## src/hdl/hbd_pkg.sv

```systemverilog
`default_nettype none
package hbd_pkg;

  localparam int SAMPLE_W   = 16;
  localparam int COEF_W     = 18;
  localparam int NCOEF      = 7;
  localparam int HIST_DEPTH = 10;
  localparam int CFG_IDX_W  = 3;

  localparam int PROD_W = SAMPLE_W + COEF_W;
  localparam int S2_W   = PROD_W + 1;
  localparam int S3_W   = PROD_W + 2;
  localparam int ACC_W  = PROD_W + 3;
  localparam int SHIFT  = COEF_W - 1;
  localparam int RND_W  = ACC_W - SHIFT;

  // window position of each coefficient register, in register order
  localparam int TAP_POS [NCOEF] = '{0, 2, 4, 5, 6, 8, 10};

  typedef logic signed [SAMPLE_W-1:0] sample_t;
  typedef logic signed [COEF_W-1:0]   coef_t;
  typedef logic signed [PROD_W-1:0]   prod_t;

  // real part in the low bits, matches the stream packing
  typedef struct packed {
    sample_t im;
    sample_t re;
  } cplx_t;

  typedef struct packed {
    logic s1_en;
    logic s2_en;
    logic s3_en;
    logic s4_en;
    logic out_en;
  } pipe_ctl_t;

endpackage
`default_nettype wire

```

## src/hdl/hbd_cell.sv

```systemverilog
`default_nettype none
module hbd_cell (
  input  wire logic          clk,
  input  wire logic          rst_n,
  input  wire logic          shift_en,
  input  wire hbd_pkg::cplx_t sample_in,
  output hbd_pkg::cplx_t     sample_out
);
  import hbd_pkg::*;

  cplx_t sample_r;

  always_ff @(posedge clk) begin
    if (!rst_n) begin
      sample_r <= '0;
    end else if (shift_en) begin
      sample_r <= sample_in;
    end
  end

  assign sample_out = sample_r;

endmodule
`default_nettype wire

```

## config.mk

```make
export PLATFORM = sky130hd
export DESIGN_NAME = hbd_cell
export DESIGN_NICKNAME = d
export VERILOG_FILES = /design/src/hdl/hbd_pkg.sv /design/src/hdl/hbd_cell.sv
export SDC_FILE = /design/constraint.sdc
export NUM_CORES = 1
export LEC_CHECK = 0
export ABC_AREA = 1
export ABC_CLOCK_PERIOD_IN_PS = 900
export BUFFER_PORTS_ARGS = -buffer_cell sky130_fd_sc_hd__buf_2
export CAP_MARGIN = 20
export CORE_ASPECT_RATIO = 1.1
export CORE_UTILIZATION = 24
export CTS_CLUSTER_DIAMETER = 100
export DETAILED_ROUTE_END_ITERATION = 8
export GPL_TIMING_DRIVEN = 0
export PLACE_DENSITY_LB_ADDON = 0.2
export SETUP_SLACK_MARGIN = 0.2
export SLEW_MARGIN = 20
export SYNTH_ARGS = -nofsm -noshare
export SYNTH_HDL_FRONTEND = slang
export SYNTH_SLANG_ARGS = --single-unit
```

## constraint.sdc

```tcl
create_clock -name clk -period 0.9 [get_ports clk]
set_input_delay 0.18 -clock clk [delete_from_list [all_inputs] [get_ports clk]]
set_output_delay 0.18 -clock clk [all_outputs]
set_load 0.005 [all_outputs]
```

; ---- After elaboration in Yosys (flattened, before gate mapping)
; Cells that the tools add are included.
[totals]
register_bits = 32
input_bits = 35
output_inout_bits = 32
wordCells = 2

; ---- Logic depth before layout (Yosys ltp)
[depth]
ltp_word = 0
depth_mapped = 5
mapped_depth_nobuf = 4

; ---- Worst setup path before layout
; No wires, ideal clock.
[synth_timing]
kind = input port to flip-flop
from = input shift_en
to = register sample_r, in the netlist sample_out[0]
required_ns = 0.787
path_stages = 4
arrival_time_ns = 0.560
n_path_buf = 2
slack_ns = 0.228
cell_sequence = buf_6 -> buf_6 -> nor2_1 -> nor2_1
[synth_lines]
columns = item, line
row1 = start: declaration, hbd_cell.sv:5  ; input wire logic shift_en,
row2 = end signal: assignment, hbd_cell.sv:17  ; sample_r <= sample_in;
row3 = end: declaration, hbd_cell.sv:11  ; cplx_t sample_r;

; ---- Worst setup path after layout
[layout_timing]
from = register sample_r, in the netlist sample_out[4]
to = output sample_out[4] (netlist bit)
[layout_lines]
columns = item, line
row1 = end: declaration, hbd_cell.sv:7  ; output hbd_pkg::cplx_t sample_out
; No word-level cell between the ends.

==> impl_metrics.yaml <==
pwr:
  p_sw_w: 0.000808
  p_total_w: 0.00323
  p_sw_frac: 0.250
  ir_drop_mv: 0.572
  internal-power_w: 0.00242
  power_leakage_nw: 1.16
  power_density_nw_per_um2: 1640
  pwr-share-clk: 0.350
  p_comb_frac: 0.158
  seqPwrFrac: 0.492
synthesis:
  ys_seq_area_frac: 0.480
  synth.distinct_cells: 6
  ys_seq_elements: 32
  yosysWarnings: 0
  syn_avg_cell_area_um2: 6.61
  yosysTopAreaCellShare: 0.480
  syn-cell-area_um2: 1340
  syn_nets: 237
  yosysTopAreaCell: "dfxtp_1"
  synth_area_leaders: "dfxtp_1 48%, nand2_1 18%, nor2_1 18%, inv_1 9.0%, buf_6 5.9%"
  synth_cells: 202
final_layout:
  syn2layout_area_growth_pct: 47.8
  fin_area_um2: 1970
  drive_gt1_frac: 0.426
  nets: 311
  finish.utilization: 0.368
  largest_register_ffs: 32
  n_antenna_cell: 0
  fillers: 625
routing:
  drt_iter0_markers: 29
  route.detailed.drc: 0
  antenna_left: 0
  wl_mm: 3.09
  routed_via_density: 3.68
  firstDrtPassIters: 4
  vias: 1294
  wire_per_inst_um: 8.78
worst_setup_path:
  critPathCaptureType: "output pin"
  cp-start-kind: "flop"
  critPathSlowestCell: "dfxtp_2"
  cp_top_family: "flip-flops"
  path_cells: "buf_2"
  cpPeakStageDelay_ns: 0.32
  required_ns: 0.72
  path_class: "reg -> out"
  cp.arrival_ns: 0.72
  cp_max_fo: 2
  critPathBufInv: 1
global_route:
  grt_max_degree: 11
  grt_pass1_wl_mm: 5.04
  antenna_found_initial: 0
  grtUsageTotal: 0.115
  grt_overflow: 0
  grt_pass1_vias: 1134
cts:
  h-tree-depth: 2
  insertion_delay_ns: 0.28
  cts_max_path_buffers: 2
  hold_buffers: 0
  clk_root_buffer_cell: "clkbuf_8"
  cts.sinks: 32
  cts_tree: "done"
  numCtsBuffers: 5
  clkTransAtPathRegs_ns: 0.07
placed_design:
  gp_congestion: 0.632
  place_area_um2: 1750
  dp_hpwl_mm: 2.18
  portBuffers: 65
timing:
  hold_ws_ns: 0.148
  fmax_ghz: 1.11
  period_minus_slack_ns: 0.900
  clock-skew-final_ns: 0
  tightest_slew_ns: 0.208
  relSlewSlack: 0.861
  period_share: 0.999
  rsz0062_at_grt: "yes"
  slew_violations: 0
  hold_violations: 0
  setup_tns_ns: 0
  setup_viol: 0
floorplanning:
  die-area_um2: 5870
  placementRows: 28
  die_h_um: 80.2
  die_w_um: 73.1
  initial_core_util: 0.249
  core-area_um2: 5360
  io_pins: 67
status:
  outcome: "finished, final reports clean"
run:
  cap_violations: 0
min_path:
  worstHoldPathType: "in -> reg"
[cells by family after synthesis]
family,synth area share
AND/OR/NAND/NOR,0.360
flip-flops,0.480
buffers and inverters,0.160
[worst min-delay path, stage by stage]
cell	delay, ns
buf_2	0.12
nand2_1	0.06
nor2_1	0.03
[area by class of cell]
type                            count  area (um2)  share of cell area
Sequential cell                    32         681               0.345
Clock inverter                      2        10.0             0.00507
Tap cell                           75        93.8              0.0476
Multi-Input combinational cell    128         483               0.245
Timing Repair Buffer               67         409               0.207
Clock buffer                        6        82.6              0.0419
Buffer                             10        93.8              0.0476
Inverter                           32         120              0.0609
[routing by layer]
layer  wire, um  part of all wire  GRT usage
met5          0                 0          0
met4         42             0.014     0.0529
met3        276             0.089     0.0577
met2       1300              0.42      0.175
met1       1470              0.48      0.134
[final timing paths]
kind | startpoint | endpoint | slack [ns] | cells past startpoint
worst max-delay path | sample_out[4]$_SDFFE_PN0P_ | sample_out[4] | 0.0005 | 1
worst min-delay path | rst_n | sample_out[29]$_SDFFE_PN0P_ | 0.15 | 3
worst max register to register | sample_out[17]$_SDFFE_PN0P_ | sample_out[17]$_SDFFE_PN0P_ | 0.23 | 3
worst min register to register | sample_out[14]$_SDFFE_PN0P_ | sample_out[14]$_SDFFE_PN0P_ | 0.46 | 2
[layout by cell type, fill, tap and decap left out]
cell and n:
nor2_1 63, inv_1 32, nand2_1 64, buf_6 18, buf_4 2, nor2_2 1
clkbuf_8 6, dfxtp_2 32, buf_2 57, clkinv_2 2
[through the flow]
| step | worst slack (ns) | cells |
|---|---|---|
| 2_1_floorplan | 0.228 | 202 |
| 3_3_place_gp | 0.132 | 342 |
| 3_5_place_dp | 0.120 | 342 |
| 4_1_cts | -0.0204 | 350 |
| 5_1_grt | -0.0378 | 352 |
| 6_report | 0.000465 | 352 |
[synth_stat cells]
| cell type | n |
|---|---|
| buf_2 | 3 |
| nand2_1 | 64 |
| dfxtp_1 | 32 |
| nor2_1 | 64 |
| inv_1 | 32 |
| buf_6 | 7 |
[power by group through the flow]
stage	combinational [W]	clock, W	sequential [W]
2_1_floorplan	0.000247	0	0.00160
3_3_place_gp	0.000471	0	0.00159
3_5_place_dp	0.000474	0	0.00159
4_1_cts	0.000483	0.00120	0.00158
5_1_grt	0.000594	0.00126	0.00160
6_report	0.000509	0.00113	0.00159
[timing repair]
action,CTS,global route
setup buffers,0,2
setup endpoints to repair,32,32
gates resized for setup,34,10
No activity file was read; power rests on OpenSTA's default activity.
