$ cat config.mk
export PLATFORM = sky130hd
export DESIGN_NAME = hbd_tap
export DESIGN_NICKNAME = d
export VERILOG_FILES = /design/src/hdl/hbd_pkg.sv /design/src/hdl/hbd_tap.sv
export SDC_FILE = /design/constraint.sdc
export NUM_CORES = 2
export LEC_CHECK = 0
export BUFFER_PORTS_ARGS = -buffer_cell sky130_fd_sc_hd__buf_2
export CAP_MARGIN = 20
export CELL_PAD_IN_SITES_DETAIL_PLACEMENT = 1
export CELL_PAD_IN_SITES_GLOBAL_PLACEMENT = 2
export CORE_MARGIN = 4
export CORE_UTILIZATION = 46
export CTS_BUF_LIST = sky130_fd_sc_hd__clkbuf_8
export CTS_CLUSTER_DIAMETER = 200
export DETAILED_ROUTE_END_ITERATION = 10
export PLACE_DENSITY_LB_ADDON = 0.1
export SYNTH_ARGS = -nofsm -noshare
export SYNTH_HDL_FRONTEND = slang
export SYNTH_SLANG_ARGS = --single-unit
$ cat constraint.sdc
create_clock -name clk -period 9.8 [get_ports clk]
set_input_delay 0 -clock clk [delete_from_list [all_inputs] [get_ports clk]]
set_output_delay 0 -clock clk [all_outputs]
set_load 0.01 [all_outputs]
$ cat src/hdl/hbd_pkg.sv
`default_nettype none
package hbd_pkg;

  localparam int SAMPLE_W   = 16;
  localparam int COEF_W     = 18;
  localparam int NCOEF      = 7;
  localparam int HIST_DEPTH = 10;
  localparam int CFG_IDX_W  = 3;

  localparam int PROD_W = SAMPLE_W + COEF_W;
  localparam int S2_W   = PROD_W + 1;
  localparam int S3_W   = PROD_W + 2;
  localparam int ACC_W  = PROD_W + 3;
  localparam int SHIFT  = COEF_W - 1;
  localparam int RND_W  = ACC_W - SHIFT;

  // window position of each coefficient register, in register order
  localparam int TAP_POS [NCOEF] = '{0, 2, 4, 5, 6, 8, 10};

  typedef logic signed [SAMPLE_W-1:0] sample_t;
  typedef logic signed [COEF_W-1:0]   coef_t;
  typedef logic signed [PROD_W-1:0]   prod_t;

  // real part in the low bits, matches the stream packing
  typedef struct packed {
    sample_t im;
    sample_t re;
  } cplx_t;

  typedef struct packed {
    logic s1_en;
    logic s2_en;
    logic s3_en;
    logic s4_en;
    logic out_en;
  } pipe_ctl_t;

endpackage
`default_nettype wire

$ cat src/hdl/hbd_tap.sv
`default_nettype none
module hbd_tap (
  input  wire logic          clk,
  input  wire logic          load_en,
  input  wire hbd_pkg::coef_t coef,
  input  wire hbd_pkg::cplx_t sample,
  output hbd_pkg::prod_t     prod_re,
  output hbd_pkg::prod_t     prod_im
);
  import hbd_pkg::*;

  prod_t prod_re_r;
  prod_t prod_im_r;

  always_ff @(posedge clk) begin
    if (load_en) begin
      prod_re_r <= PROD_W'(coef) * PROD_W'(sample.re);
      prod_im_r <= PROD_W'(coef) * PROD_W'(sample.im);
    end
  end

  assign prod_re = prod_re_r;
  assign prod_im = prod_im_r;

endmodule
`default_nettype wire

======== After elaboration in Yosys (flattened, before gate mapping) ========
Cells that the tools add are included.
word-level totals
  output and inout port bits .............. 68
  word-level logic and storage cells ...... 4
  register bits after elaboration ......... 68
  bits of input ports ..................... 52
operators by class
  multiply operators ...................... 2
operators with widths
  cell                                            number
  18-bit by 16-bit multiplier with 34-bit output  2

======== Longest topological paths before layout ========
  word-level depth ........................ 1
  depth in mapped cells ................... 24
  mapped depth without buffers ............ 23

======== Least setup slack after synthesis ========
No wires, ideal clock.
  path type ............................... input port to flip-flop
  from .................................... input port sample[8] (netlist name)
  to ...................................... register prod_re_r[31], in the netlist prod_re[31], data pin
  library setup time ...................... 261 ps
  stages on the path ...................... 23
  data arrival time ....................... 5607 ps
  path slack .............................. 3932 ps
  data required time ...................... 9539 ps
  path buffers ............................ 2
  path through ............................ clkbuf_1 -> clkbuf_1 -> nand2_1 -> fa_1 -> inv_1 -> fa_1 -> inv_1 -> fa_1 -> inv_1 -> fa_1 -> fa_1 -> inv_1 -> fa_1 -> inv_1 -> ha_1 -> a21oi_1 -> o21ai_0 -> o22ai_1 -> a21boi_2 -> a221o_1 -> a31oi_4 -> o21bai_2 -> a311o_1
on the way
  word-level cells in the longest chain between the ends .. 1
RTL lines
  item                                            RTL line       RTL
  start: declaration                              hbd_tap.sv:6   input wire hbd_pkg::cplx_t sample,
  18-bit by 16-bit multiplier with 34-bit output  hbd_tap.sv:17  prod_re_r <= PROD_W'(coef) * PROD_W'(sample.re);
  end signal: assignment                          hbd_tap.sv:17
  end: declaration                                hbd_tap.sv:12  prod_t prod_re_r;
Every way passes these cells.
A chain may end at the register's enable or synchronous reset.

======== Final worst setup path ========
  from .................................... input port coef[17]
  to ...................................... register prod_re_r[30], in the netlist prod_re[30], data pin
on the way
  word-level cells in the longest chain between the ends .. 1
RTL lines
  item                                            RTL line       RTL
  start: declaration                              hbd_tap.sv:5   input wire hbd_pkg::coef_t coef,
  18-bit by 16-bit multiplier with 34-bit output  hbd_tap.sv:17
Every way passes these cells.

==> impl_results.md <==
* Status: complete, no violations
* Starting Density at 46.8%
* Crit path required time at 9990 ps
* CP Capture Type: flip-flop
* Max Cap Violations at 0
* Flop and latch count out of synthesis at 68
* Total track usage at 22.0%
* Final ANT Viol Nets at 0
* IO Pins at 120
* Most common cell after layout, fill and taps aside: inv_1
* Die X-Extent at 235 um
* First-pass DRT Iterations at 5
* Min cycle time layout at 6050 ps
* First-pass GRT wire length at 97.9 mm
* Crit path buffers/inverters at 4
* Worst Hold End: prod_re[0]
* DR WL/cell at 18.1 um
* Drt total wl at 57.4 mm
* Mapped Area at 23,600 um2
* GPL Wtd Cong at 0.806
* Die Span Y at 235 um
* Synth cell types at 54
* Vias per std cell at 5.11
* Number of setup violations in the final report at 0
* Routed via count at 16,200
* CP max FO at 32
* Residual DRC at 0
* Maximum clock insertion buffer count at 2
* Setup CP Type: input pin to flip-flop
* Multi-input gate area at 18,800 um2
* Crit share post-route at 61.8%
* Clock-pin slew on the worst setup and hold paths at 100 ps
* Worst-Margin Slew at 798 ps
* DP Wirelength at 46.1 mm
* Buffers on Ports at 119
* Worst rel slew slack at 46.8%
* Synth warnings at 0
* Row count at 82
* Largest net degree at the start of global routing at 49
* Net Count, Synth at 3,262
* Die area at 55,100 um2
* Antenna violations before repair at 5
* Sequential Area at 2040 um2
* Core Region at 50,500 um2
* Syn Inst Count at 2,458
* Family with the most delay on the worst path: adder cells
* Most frequent cells in the layout: 636 x inv_1, 580 x fa_1, 283 x nand2_1
* Crit start category: input pin
* Vias in the first global route at 19,100
* WP data arrival at 6240 ps
* RSZ-0062 raised after global routing: false
* Endpoints failing hold at 0
* Layout fillers at 5,837
* Root buffer cell: clkbuf_8
* Crit path largest cell delay at 920 ps
* Synthesized area per cell at 9.62 um2
* Cell breakdown of the critical path: buf_2, nand2_1, inv_1, fa_1, fa_1, fa_1, fa_1, fa_1, inv_1, fa_1, inv_1, ha_1, and2_1, or4b_1, nand3_1, o41a_2, a211oi_2, xnor2_1
* Slew Viols, Final at 0
* TritonCTS clock tree: built
* Sequential fraction of the synthesis area at 8.64%
* Post-cts resize count at 0
* Worst hold path startpoint: sample[0]
* Nets at 3,298
* Area grow syn2layout at 5.73%
* CTS H-tree lvls at 3
* CP most frequent cell: fa_1
* Max Freq at 165 MHz
* Max stage delay cell, worst path: fa_1
* Sinks on Clock Net at 68
* Initial DRC count at 522
* Grt total ovfl at 0
* TritonCTS Buffers at 9
* Layout cell share with drive strength beyond 1 at 6.36%
* Worst Hold Class: input pin to flip-flop
* WHS Path Cells at 2
* Setup Total Neg Slack at 0 ps
==> synthesized netlist by cell type, drive strengths merged <==
library cell    n  area share, %
o21ai          27           0.60
a221o           2          0.085
nand2         284            4.5
nand3b          1          0.032
buf             4          0.063
a21oi          58            1.3
ha            172            9.1
inv           636             10
edfxtp         68            8.6
o211ai          4           0.15
and4            2          0.074
xor2           14           0.52
nand4           5           0.16
xnor2          60            2.2
or4             1          0.032
or2             1          0.026
o22ai           2          0.053
a211o           1          0.037
nor2b           6           0.16
a211oi         10           0.43
nor3            9           0.21
o21a           10           0.32
nor4            2          0.053
o31ai           2           0.12
and3            6           0.17
o41a            1          0.053
a21o           23           0.73
clkbuf         94            1.5
nand2b         19           0.50
or4b            1          0.042
a21boi          2          0.079
and2          276            7.3
o21bai          7           0.24
a31oi           3           0.14
nand3          12           0.25
fa            580             49
o31a            1          0.037
a311oi          1          0.037
nor2           50           0.79
a311o           1          0.042
==> per-layer routing <==
| layer | global-route usage (%) | vias up | part of all wire (%) |
|---|---|---|---|
| li1 | - | 7212 | - |
| met1 | 27.5 | 8723 | 41 |
| met2 | 40.4 | 194 | 54 |
| met3 | 2.49 | 79 | 2.1 |
| met4 | 6.61 | 6 | 2.9 |
| met5 | 0 | - | 0.071 |
==> timing repair <==
item                                   4_1_cts  5_1_grt
hold buffers                                 1        0
setup buffers                                0        0
endpoints found under the hold margin       20        0
==> area by class of cell <==
| cell class | count | share of cell area, % |
|---|---|---|
| Antenna cell | 2 | 0.0200 |
| Timing Repair Buffer | 123 | 2.52 |
| Clock buffer | 9 | 0.495 |
| Clock inverter | 7 | 0.490 |
| Inverter | 636 | 9.55 |
| Tap cell | 672 | 3.36 |
| Sequential cell | 68 | 8.17 |
| Multi-Input combinational cell | 1656 | 75.4 |
==> metrics by stage <==
| step | util, % | area [um2] | setup slack (ps) | instances | hold slack, ps |
|---|---|---|---|---|---|
| 2_1_floorplan | - | 23600 | 3930 | 2458 | 112 |
| 3_3_place_gp | 49.0 | 24700 | 3390 | 3154 | 411 |
| 3_5_place_dp | 49.0 | 24700 | 3300 | 3154 | 415 |
| 4_1_cts | 49.5 | 25000 | 3800 | 3171 | 119 |
| 5_1_grt | 49.5 | 25000 | 3400 | 3173 | 160 |
| 6_report | 49.5 | 25000 | 3750 | 3173 | 174 |
==> state kept, by name, summed over array words and instances (netlist names) <==
name / cells
prod_im: 34
prod_re: 34
==> worst max path at each step <==
| stage | startpoint | cells past startpoint | slack [ps] | to |
|---|---|---|---|---|
| after floorplan | sample[8] | 23 | 3930 | prod_re[31] |
| after global placement | coef[17] | 18 | 3390 | prod_re[32] |
| after detailed placement | coef[17] | 18 | 3300 | prod_re[30] |
| after CTS | coef[17] | 18 | 3800 | prod_re[32] |
| after global routing | coef[17] | 18 | 3400 | prod_re[32] |
| final | coef[17] | 18 | 3750 | prod_re[30] |
==> cells by family after synthesis <==
kind of cell	share of synthesized area, %
DFF	8.64
and+or+nand+nor	14.3
adders and majority gates	58.2
xor gates and xnor gates	2.74
AOI/OAI and AO/OA	4.43
buffers and inverters	11.7
Power is not shown: default switching activity piles up to over one toggle a cycle in this logic, so the estimate is an artifact.
