==> config.mk <==
export PLATFORM = sky130hd
export DESIGN_NAME = hbd_sum
export DESIGN_NICKNAME = d
export VERILOG_FILES = /design/src/hdl/hbd_pkg.sv /design/src/hdl/hbd_sum.sv
export SDC_FILE = /design/constraint.sdc
export NUM_CORES = 1
export LEC_CHECK = 0
export BUFFER_PORTS_ARGS = -buffer_cell sky130_fd_sc_hd__buf_2
export CAP_MARGIN = 0
export CELL_PAD_IN_SITES_DETAIL_PLACEMENT = 0
export CELL_PAD_IN_SITES_GLOBAL_PLACEMENT = 1
export CORE_ASPECT_RATIO = 0.6
export CORE_UTILIZATION = 45
export CTS_CLUSTER_DIAMETER = 50
export CTS_CLUSTER_SIZE = 12
export DETAILED_ROUTE_END_ITERATION = 8
export PLACE_DENSITY = 0.8
export SETUP_SLACK_MARGIN = 0.2
export SLEW_MARGIN = 20
export SYNTH_ARGS = -nofsm -noshare
export SYNTH_HDL_FRONTEND = slang
export SYNTH_SLANG_ARGS = --single-unit
==> constraint.sdc <==
create_clock -name clk -period 7.95 [get_ports clk]
set_input_delay 0.795 -clock clk [delete_from_list [all_inputs] [get_ports clk]]
set_output_delay 0.795 -clock clk [all_outputs]
set_load 0.005 [all_outputs]
==> src/hdl/hbd_pkg.sv <==
`default_nettype none
package hbd_pkg;

  localparam int SAMPLE_W   = 16;
  localparam int COEF_W     = 18;
  localparam int NCOEF      = 7;
  localparam int HIST_DEPTH = 10;
  localparam int CFG_IDX_W  = 3;

  localparam int PROD_W = SAMPLE_W + COEF_W;
  localparam int S2_W   = PROD_W + 1;
  localparam int S3_W   = PROD_W + 2;
  localparam int ACC_W  = PROD_W + 3;
  localparam int SHIFT  = COEF_W - 1;
  localparam int RND_W  = ACC_W - SHIFT;

  // window position of each coefficient register, in register order
  localparam int TAP_POS [NCOEF] = '{0, 2, 4, 5, 6, 8, 10};

  typedef logic signed [SAMPLE_W-1:0] sample_t;
  typedef logic signed [COEF_W-1:0]   coef_t;
  typedef logic signed [PROD_W-1:0]   prod_t;

  // real part in the low bits, matches the stream packing
  typedef struct packed {
    sample_t im;
    sample_t re;
  } cplx_t;

  typedef struct packed {
    logic s1_en;
    logic s2_en;
    logic s3_en;
    logic s4_en;
    logic out_en;
  } pipe_ctl_t;

endpackage
`default_nettype wire

==> src/hdl/hbd_sum.sv <==
`default_nettype none
module hbd_sum (
  input  wire logic            clk,
  input  wire hbd_pkg::pipe_ctl_t ctl,
  input  wire hbd_pkg::prod_t  prod [hbd_pkg::NCOEF],
  output hbd_pkg::sample_t     result
);
  import hbd_pkg::*;

  localparam logic signed [RND_W-1:0] SAT_HI = RND_W'((2 ** (SAMPLE_W - 1)) - 1);
  localparam logic signed [RND_W-1:0] SAT_LO = -SAT_HI - RND_W'(1);
  localparam logic signed [ACC_W-1:0] HALF   = ACC_W'(2 ** (SHIFT - 1));

  logic signed [S2_W-1:0]  s2_r [4];
  logic signed [S3_W-1:0]  s3_r [2];
  logic signed [ACC_W-1:0] acc_r;
  sample_t                 result_r;
  logic signed [ACC_W-1:0] rnd;
  logic signed [RND_W-1:0] shifted;
  sample_t                 sat;

  always_ff @(posedge clk) begin
    if (ctl.s2_en) begin
      s2_r[0] <= S2_W'(prod[0]) + S2_W'(prod[1]);
      s2_r[1] <= S2_W'(prod[2]) + S2_W'(prod[3]);
      s2_r[2] <= S2_W'(prod[4]) + S2_W'(prod[5]);
      s2_r[3] <= S2_W'(prod[6]);
    end
    if (ctl.s3_en) begin
      s3_r[0] <= S3_W'(s2_r[0]) + S3_W'(s2_r[1]);
      s3_r[1] <= S3_W'(s2_r[2]) + S3_W'(s2_r[3]);
    end
    if (ctl.s4_en) begin
      acc_r <= ACC_W'(s3_r[0]) + ACC_W'(s3_r[1]);
    end
    if (ctl.out_en) begin
      result_r <= sat;
    end
  end

  // round half up, floor shift, saturate
  always_comb begin
    rnd     = acc_r + HALF;
    shifted = rnd[ACC_W-1:SHIFT];
    if (shifted > SAT_HI) begin
      sat = SAT_HI[SAMPLE_W-1:0];
    end else if (shifted < SAT_LO) begin
      sat = SAT_LO[SAMPLE_W-1:0];
    end else begin
      sat = shifted[SAMPLE_W-1:0];
    end
  end

  assign result = result_r;

endmodule
`default_nettype wire

---- Word-level counts from Yosys, hierarchy flattened ----
Memory sizes are Yosys's and may differ from the RTL's.
Cells that the tools add are included.
word-level totals
  output and inout bits ................... 16
  memory bits (read-only) ................. 0
  bits in latches ......................... 0
  bits in registers ....................... 53
  memory bits (writable) .................. 212
  input port bits ......................... 244
  logic and storage cells ................. 18
  memories kept ........................... 2
operators by class
  add/sub/neg operators ................... 7
  bitwise gates (word level) .............. 0
  multiplexer cells ....................... 5
  div/mod/pow operators ................... 0
  equal/unequal tests ..................... 0
  shift-type cells ........................ 0
  $lt $le $gt $ge ......................... 2
  multipliers ............................. 0
  reduce and logical (&&, ||, !) cells .... 0
memory list
  name  words  width  rd ports  clocked after memory_dff  wr ports  RTL line       source
  s2_r  4      35     4         0                         4         hbd_sum.sv:14  logic signed [S2_W-1:0] s2_r [4];
  s3_r  2      36     2         0                         2         hbd_sum.sv:15  logic signed [S3_W-1:0] s3_r [2];
operators by type and width
  cell                                                              number
  adder 34 x 34 -> 35 bit                                           3
  adder 35 x 35 -> 36 bit                                           2
  adder 36 x 36 -> 37 bit                                           1
  adder 37 x 18 -> 37 bit (second input constant)                   1
  greater-than comparator 20 x 16 -> 1 bit (second input constant)  1
  less-than comparator 20 x 16 -> 1 bit (second input constant)     1
  two-way mux 16 bit                                                1
  two-way mux 1 bit                                                 4

---- Logic depth before layout (Yosys ltp) ----
Gate-level depths: netlist (run 1).
  word-level depth ........................ 3
  gate-level depth with buffers ........... 13
  mapped depth without buffers ............ 13

---- Worst setup path after synthesis (run 1) ----
OpenSTA, ideal clock, no wires.
  kind .................................... input-to-reg
  start point ............................. input port prod[34] (netlist bit)
  end point ............................... memory s2_r[2][32] (netlist bit) (data pin)
  path buffers ............................ 0
  library setup time ...................... 263 ps
  path slack .............................. 4441 ps
  required time ........................... 7687 ps
  stages on the path ...................... 13
  arrival ................................. 3247 ps
  cell sequence ........................... ha_1 > inv_1 > fa_1 > nor2b_4 > o31a_1 > o31a_1 > o21ai_4 > o21ai_2 > or4b_4 > a31oi_4 > nor2_2 > o41ai_2 > xnor2_1
RTL lines
  item             RTL line       source
  start, declared  hbd_sum.sv:5   input wire hbd_pkg::prod_t prod [hbd_pkg::NCOEF],
  end, declared    hbd_sum.sv:14

==> impl.org, run 1 <==
** Cells and area
- Post-Layout Cell Count :: 2,511
- Final net count :: 2,436
- Cells fill 52.4% of the core in the end.
- Compared with the post-synthesis result, the final layout area differs by 14.5%.
- Cells with a size suffix above 1 make up 16.0% of the layout.
- Fillers :: 3,566
- Area taken by flip-flops and latches :: 7450 sq um
- After routing the design area is 20,500 sq um.
- Summing all multi-input logic gate instances after layout gives 10,100 sq um.

** Yosys
- Most instantiated library cell after synthesis :: sky130_fd_sc_hd__edfxtp_1
- Counting every net in the synthesized netlist gives 2,181.
- The most used flip-flop cell after synthesis is sky130_fd_sc_hd__edfxtp_1.
- Of the total synthesized cell area, the portion taken by XOR and XNOR cells is 9.06%.
- Complex-gate fraction of the synthesized area :: 20.6%
- After technology mapping, the gate count stands at 1,724.
- Yosys top cell area share :: 41.6%
- In this run, synthesis produced a sequential element count of 248.
- Post-synthesis simple-gate area fraction :: 11.4%
- In this run the mean area of a mapped cell was 10.4 sq um.
- After synthesis, the largest family of logic cells by area is compound AO/OA/AOI/OAI gates.
- During synthesis, Yosys emitted a total of 0 warnings.
- Largest cells by area after synthesis :: sky130_fd_sc_hd__edfxtp_1 42%, sky130_fd_sc_hd__ha_1 15%, sky130_fd_sc_hd__xnor2_1 5.7%, sky130_fd_sc_hd__a21oi_1 5.1%, sky130_fd_sc_hd__a21o_1 4.8%
- Post-synthesis cell type with the largest combined area :: sky130_fd_sc_hd__edfxtp_1
- The mapped netlist covers 17,900 sq um.
- After synthesis, the netlist uses 78 different library cells.
- Sequential cells were found to cover 41.6% of the synthesized design area.
- Counting flops with an async set or reset pin after synthesis yields a share of 0%.
- After Yosys synthesis, full adders, half adders and majority gates account for 15.1% of the synthesized area.
- Most instantiated cells after synthesis :: 248 x sky130_fd_sc_hd__edfxtp_1, 208 x sky130_fd_sc_hd__ha_1, 182 x sky130_fd_sc_hd__a21oi_1, 116 x sky130_fd_sc_hd__xnor2_1
- The portion of synthesized area spent on multiplexers is 0.294%.
- Count of flip-flops with a built-in enable after synthesis :: 248

** Worst hold path
- Counting instances, the worst hold path has a depth of 1.
- Start point of the worst hold path :: prod[30]
- End point of the worst hold path :: s2_r[3][30]
- Class of the tightest hold or removal check :: in -> reg

** Placed design
- Post-DP HPWL :: 37,700 microns
- Count of input and output buffers :: 258
- Total cell area at the placement stage :: 19,700 sq um
- Once placement completed, the tool counted placed cells totaling 2,473.
- Placer congestion estimate :: 0.920

** Clocking
- TritonCTS built the clock tree.
- Clock tree root buffer cell :: sky130_fd_sc_hd__clkbuf_16
- CTS saw 248 sinks.
- # resized after CTS :: 0
- CTS built an H-tree with a depth of 1.
- Buffers inserted to repair hold after CTS numbered 0.
- Clock-pin slew was measured on the worst setup and hold paths at 60 ps.
- Clock Latency Late Sink :: 550 ps
- Max Root-Sink Buffers :: 3
- Buffer count from post-CTS setup fixing :: 0
- Total CTS buffers :: 26

** Setup path
- Crit path required time :: 8180 ps
- CP bufs+invs :: 0
- Critical path launch point :: s2_r[1][6]
- Cell type group with the largest total delay on the critical path :: compound AO/OA/AOI/OAI gates
- Path type of the worst setup path :: reg -> reg
- Data arrival time of the critical path :: 4630 ps
- The worst register-to-register path ends at s3_r[0][35].
- CP cell instances :: ha_1, a21oi_1, nand2b_1, a21oi_1, a2111oi_0, a31oi_1, a221oi_1, a21oi_1, and3b_1, o21ai_0
- Cell type of the slowest stage on the worst timing path :: sky130_fd_sc_hd__a2111oi_0
- Setup crit end kind :: flop
- STA classifies the critical path startpoint as a flop.
- Worst reg-to-reg setup slack :: 3550 ps
- Counting stages on the worst path, the most repeated cell is sky130_fd_sc_hd__a21oi_1.
- Critical path peak fanout :: 6
- Worst r2r src :: s2_r[1][6]
- R2R depth :: 10
- Critical path's largest stage delay :: 880 ps

** STA
- Of the available clock period, the critical path in the final layout requires 55.3%.
- Max-slew headroom :: 31.9%
- Number of hold violations in the final report :: 0
- Slew @ Worst Pin :: 995 ps
- For the final routed database, the setup TNS stands at 0 ps.
- Fin. max-slew vios :: 0
- The routed design could run at a clock period as short as 4400 ps.
- Setup repair after global routing left no endpoint under its margin.
- Setup violations remaining at the end of the flow were counted as 0.
- For this run, the top clock speed supported by timing is 227 MHz.
- Layout Skew :: 12.9 ps

** Die
- Ports placed on the boundary :: 260
- Rows :: 56
- From bottom edge to top edge, the die measures 156 microns.
- The die is 259 microns wide.
- The core region is 39,100 sq um.
- The initial utilization of the core area, before any placement, comes to 45.7%.
- The die covers 40,600 sq um.

** Routing
- After detailed routing, the average wire length per cell comes to 18.3 microns.
- The pre-antenna-repair detailed-routing pass consisted of 5 iterations.
- Summing over every cut layer, the via total after detailed routing is 14,155.
- Antenna viol nets, final :: 0
- In the routed design, unresolved DRC markers number 0.
- Using the TritonRoute via totals, the vias-per-cell ratio works out to 5.64.
- Wires add up to 45,900 microns.
- For this block, the initial DRC count from the detailed router was 1,153.

** Power and ir drop
- Maximum ir drop on the vdd rail :: 0.128 mV
- For this design the static power due to leakage is 8.82 nW.
- Power per cell area :: 267 nW/um^2

** Global routing
- Global routing consumed, over all layers together, 22.3% of the routing resources.
- Wire length of the first global-routing pass :: 70,800 microns
- Number of global-route vias before repair :: 12,984
- Pin count of the biggest net entering global routing :: 85
- Antenna violations before repair :: 2
- Total overflow reported by the global router :: 0

** Outcome
- Result of the run :: complete, no violations

** Flow run
- The tool flagged a number of max-cap violations equal to 0.
-- cells in the final DEF (no fill, tap or decap), types with 5 or more instances in the layout --
cell	Yosys	final
sky130_fd_sc_hd__clkbuf_16	0	26
sky130_fd_sc_hd__nand3_1	49	49
sky130_fd_sc_hd__nor2b_1	33	33
sky130_fd_sc_hd__inv_1	58	58
sky130_fd_sc_hd__and2_1	9	9
sky130_fd_sc_hd__a211oi_1	14	14
sky130_fd_sc_hd__o21bai_1	31	31
sky130_fd_sc_hd__a31oi_1	22	22
sky130_fd_sc_hd__and3_1	27	27
sky130_fd_sc_hd__o21ai_0	114	113
sky130_fd_sc_hd__ha_1	208	208
sky130_fd_sc_hd__a21oi_1	182	182
sky130_fd_sc_hd__nor4_1	6	6
sky130_fd_sc_hd__and4_1	6	6
sky130_fd_sc_hd__o21ai_1	6	7
sky130_fd_sc_hd__nand2b_1	22	22
sky130_fd_sc_hd__o31ai_1	5	5
sky130_fd_sc_hd__xnor2_1	116	116
sky130_fd_sc_hd__buf_2	0	257
sky130_fd_sc_hd__edfxtp_1	248	248
sky130_fd_sc_hd__a21o_1	114	114
sky130_fd_sc_hd__nor3_1	18	18
sky130_fd_sc_hd__nor2_1	92	92
sky130_fd_sc_hd__xor2_1	69	69
sky130_fd_sc_hd__fa_1	5	5
sky130_fd_sc_hd__o21a_1	18	18
sky130_fd_sc_hd__o211ai_1	10	10
sky130_fd_sc_hd__nand4_1	26	26
sky130_fd_sc_hd__nand2_1	93	93
sky130_fd_sc_hd__o31a_1	7	7
-- sequential cells by signal (all words and copies together) (netlist names) --
name    cells
s2_r      139
result     16
acc_r      21
s3_r       72
-- worst max-delay path by stage --
stage	to	slack (ps)	depth (start not counted)
after global routing	s3_r[0][35]	3510	10
after global placement	s2_r[0][31]	3770	12
after floorplan	s2_r[2][32]	4440	13
final	s3_r[0][35]	3550	10
after CTS	s3_r[0][35]	3800	10
after detailed placement	s2_r[0][31]	3770	12
-- report_power, final --
group / internal [mW] / leakage (nW) / switching, mW
Clock: 0.618 / 0.364 / 0.485
Combinational: 0.954 / 6.03 / 1.33
Sequential: 1.92 / 2.42 / 0.159
Total: 3.49 / 8.82 / 1.98
-- per-layer routing --
metal  vias to the layer above  routed length, microns  track usage [%]
met4                         0                     636             3.53
met2                       399                   18200             31.3
met5                         -                       0                0
met3                        39                    2970             2.85
met1                      6685                   24000             36.3
li1                       7032                       -                -
-- stage by stage --
| stage | total power [mW] | setup slack [ps] | hold WS, ps |
|---|---|---|---|
| floorplan | 3.65 | 4440 | 513 |
| global placement | 4.31 | 3770 | 539 |
| detailed placement | 4.35 | 3770 | 540 |
| CTS | 5.47 | 3800 | 395 |
| global route | 5.81 | 3510 | 400 |
| finish | 5.47 | 3550 | 418 |
-- layout make-up --
| cell class | count | share of cell area [%] |
|---|---|---|
| Multi-Input combinational cell | 1385 | 49.3 |
| Sequential cell | 248 | 36.4 |
| Timing Repair Buffer | 260 | 6.41 |
| Clock buffer | 27 | 3.20 |
| Tap cell | 522 | 3.19 |
| Inverter | 58 | 1.06 |
| Clock inverter | 8 | 0.403 |
| Antenna cell | 3 | 0.0367 |
-- logic make-up after synthesis --
| logic type | after synthesis |
|---|---|
| muxes | 5 |
| and+or+nand+nor | 405 |
| adders and majority gates | 213 |
| buffers and inverters | 91 |
| DFF | 248 |
| xor gates and xnor gates | 185 |
| AOI/OAI and AO/OA | 577 |
Note: power is estimated with default switching activity, not from simulation.
==> run 2, diff against run 1 <==
- clock period: 7.95 -> 4.4 ns (I/O delays scaled with it)
==> impl.org, run 2 (synthesis results as in run 1) <==
** STA
- Total Neg Setup Slack :: 0 ps
- For the pin with the worst max-slew slack, the measured transition is 997 ps.
- Unrepaired setup endpoints after global routing :: no
- The total count of hold-check failures in the final report came to 0.
- Max-slew headroom :: 32.9%
- Fin. max-slew vios :: 0
- Setup violators final :: 0
- Final critical-path share of the clock period :: 87.7%
- The smallest clock period supported by the final layout is computed as 3860 ps.
- Layout Skew :: 11.2 ps
- Upper clock frequency limit :: 259 MHz

** Setup path
- Data arrival time of the critical path :: 4160 ps
- CP cell instances :: ha_1, fa_1, a21o_1, a21o_1, a21oi_2, o21ai_0, a21o_1, a21oi_1, o21ai_0, or4b_1, a31oi_1, xnor2_1
- Setup crit end kind :: flop
- In this design, the stage delay of the slowest critical-path cell is 540 ps.
- The slowest stage of the critical path belongs to the cell sky130_fd_sc_hd__or4b_1.
- The setup path with the least slack is of type reg -> reg.
- Along the worst path, the maximum fanout reaches 4.
- The worst setup path is launched from a flop.
- Crit-path most repeated cell :: sky130_fd_sc_hd__a21o_1
- At the worst endpoint, the required time is 4700 ps.

** Worst hold path
- The tightest min-delay check is of the in -> reg type.

** Clocking
- Once the clock tree was built, the resizer swapped 0 gates to a different size.
- Clock-pin slew was measured on the worst setup and hold paths at 60 ps.
- The cell sitting at the root of the clock tree is a sky130_fd_sc_hd__clkbuf_16.
- Num Clock Sinks :: 248
- Clock Latency Late Sink :: 560 ps
- Clock tree from TritonCTS :: yes
- Counting along the longest clock path gives a buffer depth of 3.
- In this run, CTS created clock tree buffers numbering 29.
- Once the clock tree was built, the setup fixing pass inserted 0 buffers.
- # hold bufs at CTS :: 0
- In this run the number of H-tree levels came out at 1.

** Cells and area
- After routing the design area is 20,700 sq um.
- Top flop regs :: s2_r: 139 flops, s3_r: 72 flops, acc_r: 21 flops
- The register with the most flip-flops in the layout has 139 of them.
- Final Core Density :: 52.8%
- Register containing the most flip-flops in the final layout :: s2_r
- The top cell types in the final layout, fill and taps aside, are 257 x sky130_fd_sc_hd__buf_2, 248 x sky130_fd_sc_hd__edfxtp_1, 208 x sky130_fd_sc_hd__ha_1.
- Most frequent standard cell in the layout excluding fill and tap cells :: sky130_fd_sc_hd__buf_2
- Post-Layout Cell Count :: 2,527
- Fraction of layout cells with a size suffix above 1 :: 16.5%
- For this run, the post-layout net count is 2,445.
- From synthesis to final layout, the design area changed by 15.5%.

** Die
- Die span in y :: 156 microns
- The floorplan step set the die width to 259 microns.
- Starting Density :: 45.7%
- Rows :: 56
- Floorplan Core Area :: 39,100 sq um
- Die ar. :: 40,600 sq um
- For this design the top-level I/O count stands at 260.

** Power and ir drop
- Combinational cells account for 40.6% of the total power.
- In this run, flip-flops and latches consume 37.1% of the power.
- Total power consumption of the routed design :: 10.1 mW
- Net switching is 35.7% of the power.
- Maximum ir drop on the vdd rail :: 0.315 mV
- The analysis attributes to net switching a power of 3.62 mW.
- The internal portion of the total power is 6.52 mW.
- Power spread over the standard cell area amounts to 491 nW/um^2.
- Summed over all cells, the static leakage comes to 8.90 nW.
- Clock group share of total power :: 22.3%

** Global routing
- The via count of the first global-routing pass came to 12,965.
- The first global-routing pass estimated 71,000 microns of wire.
- Total overflow reported by the global router :: 0
- The number of antenna violations at the first check in global routing came to 3.
- Entering global routing, the biggest net connects 83 pins.
- Global routing consumed, over all layers together, 22.4% of the routing resources.

** Placed design
- Routability-driven placement finished with a final weighted congestion of 0.943.
- Once placement finished, the instance area stood at 19,800 sq um.
- Post-DP HPWL :: 38,100 microns
- # placed instances :: 2,479
- Count of input and output buffers :: 258

** Routing
- Antenna viol nets, final :: 0
- The first TritonRoute pass finished after 5 iterations.
- For this block, the via count after detailed routing is 14,054.
- Count of unresolved DRC violations after routing :: 0
- Iteration-0 DRC count of the detailed router :: 1,100
- Post-detailed-routing wire length :: 46,500 microns
- Vias per inst :: 5.56
- Dividing the detail-routed wire length by the instance count gives 18.4 microns.

** Outcome
- Result of the run :: complete, no violations

** Flow run
- Max-cap viol count :: 0
[run 2: routing by layer]
metal | wire length [microns] | global-route usage, % | vias up
li1 | - | - | 7068
met1 | 24400 | 35.9 | 6543
met2 | 18500 | 31.4 | 400
met3 | 2940 | 3.68 | 43
met4 | 637 | 3.73 | 0
met5 | 0 | 0 | -
[run 2: layout make-up]
class | instances | area [sq um]
Antenna cell | 4 | 10.0
Clock buffer | 32 | 737
Clock inverter | 12 | 141
Fill cell | 3525 | 18400
Inverter | 58 | 218
Multi-Input combinational cell | 1385 | 10100
Sequential cell | 248 | 7450
Tap cell | 522 | 653
Timing Repair Buffer | 266 | 1360
[run 2: metrics by stage]
step,setup WS [ps],hold WS (ps)
4_1_cts,535,26.1
5_1_grt,288,34.1
2_1_floorplan,1240,513
6_report,539,53.5
3_3_place_gp,620,542
3_5_place_dp,538,556
[run 2: worst max-delay path: cells and delay by family, from the launching register on]
| family | cells | cell delay, ps |
|---|---|---|
| compound gates | 8 | 1950 |
| xor+xnor | 1 | 90 |
| fa+ha+maj | 2 | 660 |
| flops | 1 | 360 |
| simple gates | 1 | 540 |
[run 2: path summary, 6_finish.rpt]
check,start,endpoint,cells after the start,slack (ps)
max,s2_r[1][0],s3_r[0][34],12,540
min,prod[31],s2_r[3][31],1,50
min reg2reg,s2_r[0][0],s3_r[0][0],1,560
max reg2reg,s2_r[1][0],s3_r[0][34],12,540
[run 2: power groups by stage]
stage,logic [mW],registers (mW),clock network [mW]
2_1_floorplan,2.93,3.67,0
5_1_grt,4.55,3.82,2.40
3_3_place_gp,3.99,3.80,0
3_5_place_dp,4.05,3.82,0
6_report,4.12,3.76,2.26
4_1_cts,4.08,3.77,2.32
==> run 3, diff against run 2 <==
==> constraint.sdc (replaced) <==
create_clock -name clk -period 3.8 [get_ports clk]
set_input_delay 0.38 -clock clk [delete_from_list [all_inputs] [get_ports clk]]
set_output_delay 0.38 -clock clk [all_outputs]
set_load 0.05 [all_outputs]
==> impl.org, run 3 (synthesis results as in run 1) <==
** Routing
- The routed layout has 14,289 vias.
- In this run, the number of DRC markers left after iteration 0 of detailed routing was 1,191.
- The detail route stage leaves a number of antenna-violating nets equal to 0.
- After detailed routing, the number of remaining DRC violations is 0.
- Post-detailed-routing wire length :: 47,400 microns
- First-pass iteration count of the detailed router :: 5
- Vias per inst :: 5.60
- Routed wirelength normalized by instance count :: 18.6 microns

** Placed design
- At the end of routability-driven placement, the weighted congestion stood at 0.937.
- Post-DP HPWL :: 38,800 microns
- Count of input and output buffers :: 258

** STA
- Setup violators final :: 0
- Setup repair after global routing could not meet its margin everywhere.
- Layout Skew :: 12.3 ps
- Upper clock frequency limit :: 289 MHz
- Slew @ Worst Pin :: 946 ps
- Final critical-path share of the clock period :: 91.1%
- The total count of hold-check failures in the final report came to 0.
- Fin. max-slew vios :: 0
- Max-slew headroom :: 36.3%
- Final min period :: 3460 ps
- Total Neg Setup Slack :: 0 ps

** Cells and area
- Counting flops per register, the top entry is s2_r.
- Of the cells placed in the final design, the portion with a size suffix greater than 1 is 16.6%.
- Final net count :: 2,475
- In the final layout, the multi-input gates occupy 10,100 sq um.
- Leading cell types in the layout, fill and taps excluded :: 257 x sky130_fd_sc_hd__buf_2, 248 x sky130_fd_sc_hd__edfxtp_1, 208 x sky130_fd_sc_hd__ha_1
- Summing all flip-flop and latch instances after layout gives 7450 sq um.
- The area growth from synthesis to layout is 16.7%.
- Final Core Density :: 53.4%
- Top flop regs :: s2_r: 139 flops, s3_r: 72 flops, acc_r: 21 flops
- The register with the most flip-flops in the layout has 139 of them.
- Fillers :: 3,510
- Leaving out fill and tap cells, the most frequent cell in the layout is sky130_fd_sc_hd__buf_2.

** Global routing
- After global routing the overflow that remains totals 0.
- Pin count of the biggest net entering global routing :: 73
- The number of antenna violations at the first check in global routing is 1.
- GRT Total Usage :: 22.9%
- Wire length of the first global-routing pass :: 72,500 microns
- The via count of the first global-routing pass is 13,054.

** Setup path
- Startpoint types :: flop
- Path type of the worst setup path :: reg -> reg
- Setup crit end kind :: flop
- Critical path peak fanout :: 3
- STA puts the critical path data arrival time at 3750 ps.
- At the worst endpoint, the required time is 4090 ps.
- The setup check on the worst reg-to-reg path leaves a slack of 340 ps.
- Worst r2r src :: s2_r[1][0]
- In this run the worst setup path begins at s2_r[1][0].
- Reg2reg end :: s3_r[0][34]
- Following the worst setup path forward leads to its endpoint at s3_r[0][34].
- For the worst flop-to-flop path, the logic depth is 13.

** Power and ir drop
- Leakage Power :: 9.01 nW
- Dividing total power by cell area gives a power density of 568 nW/um^2.
- Across the VDD grid, the largest voltage drop is 0.339 mV.

** Clocking
- The clock passes through at most 3 buffers.
- CTS H-tree lvls :: 1
- TritonCTS built the clock tree.
- Register clock-pin slew on the reported worst setup and hold paths :: 60 ps
- For the worst-skew pair, the clock arrives at the later sink with an insertion delay of 550 ps.
- TritonCTS created 27 clock buffers.
- The tree is rooted in a sky130_fd_sc_hd__clkbuf_16.
- Clock tree synthesis found a total of 248 sinks.

** Die
- Rows :: 56
- Horiz. Die Dim :: 259 microns
- Starting Density :: 45.7%
- Ports placed on the boundary :: 260
- The die covers 40,600 sq um.
- The floorplan step set the die height to 156 microns.
- Floorplan Core Area :: 39,100 sq um

** Worst hold path
- Class of the tightest hold or removal check :: in -> reg

** Flow run
- Max-cap viol count :: 0

** Outcome
- Result of the run :: complete, no violations
-- run 3: timing repair --
item                       4_1_cts  5_1_grt
hold endpoints to repair        22        1
hold buffers                    22        1
resized for setup                0        4
setup buffers                    0        1
setup endpoints to repair        0        7
-- run 3: worst min path at each step --
stage / from / end / depth (start not counted) / slack [ps]
4_1_cts: prod[0] / s2_r[3][0] / 1 / 3
6_report: prod[23] / s2_r[3][23] / 1 / 20
3_5_place_dp: s2_r[0][0] / s3_r[0][0] / 1 / 550
5_1_grt: prod[24] / s2_r[3][24] / 1 / 1
2_1_floorplan: prod[0] / s2_r[3][0] / 0 / 480
3_3_place_gp: s2_r[0][0] / s3_r[0][0] / 1 / 530
-- run 3: layer usage --
layer | GRT usage, % | vias to the layer above | wire, microns
met1 | 37.3 | 6710 | 25100
met2 | 31.6 | 416 | 18700
met3 | 3.63 | 43 | 3000
met4 | 3.33 | 0 | 567
li1 | - | 7120 | -
met5 | 0 | - | 0
-- run 3: where the power goes --
group,leakage (nW),switching (mW),internal [mW]
Combinational,6.21,3.01,2.08
Clock,0.378,1.05,1.35
Sequential,2.42,0.347,4.01
Total,9.01,4.41,7.44
-- run 3: layout make-up --
cell class / count / area share (%)
Antenna cell: 1 / 0.0120
Clock buffer: 28 / 3.26
Clock inverter: 10 / 0.426
Inverter: 58 / 1.04
Multi-Input combinational cell: 1385 / 48.5
Sequential cell: 248 / 35.7
Tap cell: 522 / 3.13
Timing Repair Buffer: 298 / 7.99
-- run 3: metrics by stage --
stage	instances	hold slack, ps	total power [mW]	cell area (sq um)	worst slack (ps)
2_1_floorplan	1724	479	7.84	17900	637
3_3_place_gp	2487	529	9.27	19800	246
3_5_place_dp	2487	546	9.37	19800	111
4_1_cts	2547	2.55	11.8	20800	229
5_1_grt	2550	1.40	12.5	20900	148
6_report	2550	15.3	11.8	20900	339
-- run 3: worst max-delay path: stages (launching register included) --
cell and delay, ps:
sky130_fd_sc_hd__edfxtp_1 360, sky130_fd_sc_hd__ha_1 230, sky130_fd_sc_hd__fa_1 410, sky130_fd_sc_hd__a21o_1 170
sky130_fd_sc_hd__a21o_1 220, sky130_fd_sc_hd__a21oi_2 220, sky130_fd_sc_hd__o21ai_0 120, sky130_fd_sc_hd__a21o_1 210
sky130_fd_sc_hd__a21oi_2 160, sky130_fd_sc_hd__buf_4 160, sky130_fd_sc_hd__o21ai_0 130, sky130_fd_sc_hd__or4b_1 530
sky130_fd_sc_hd__a31oi_1 170, sky130_fd_sc_hd__xnor2_1 100
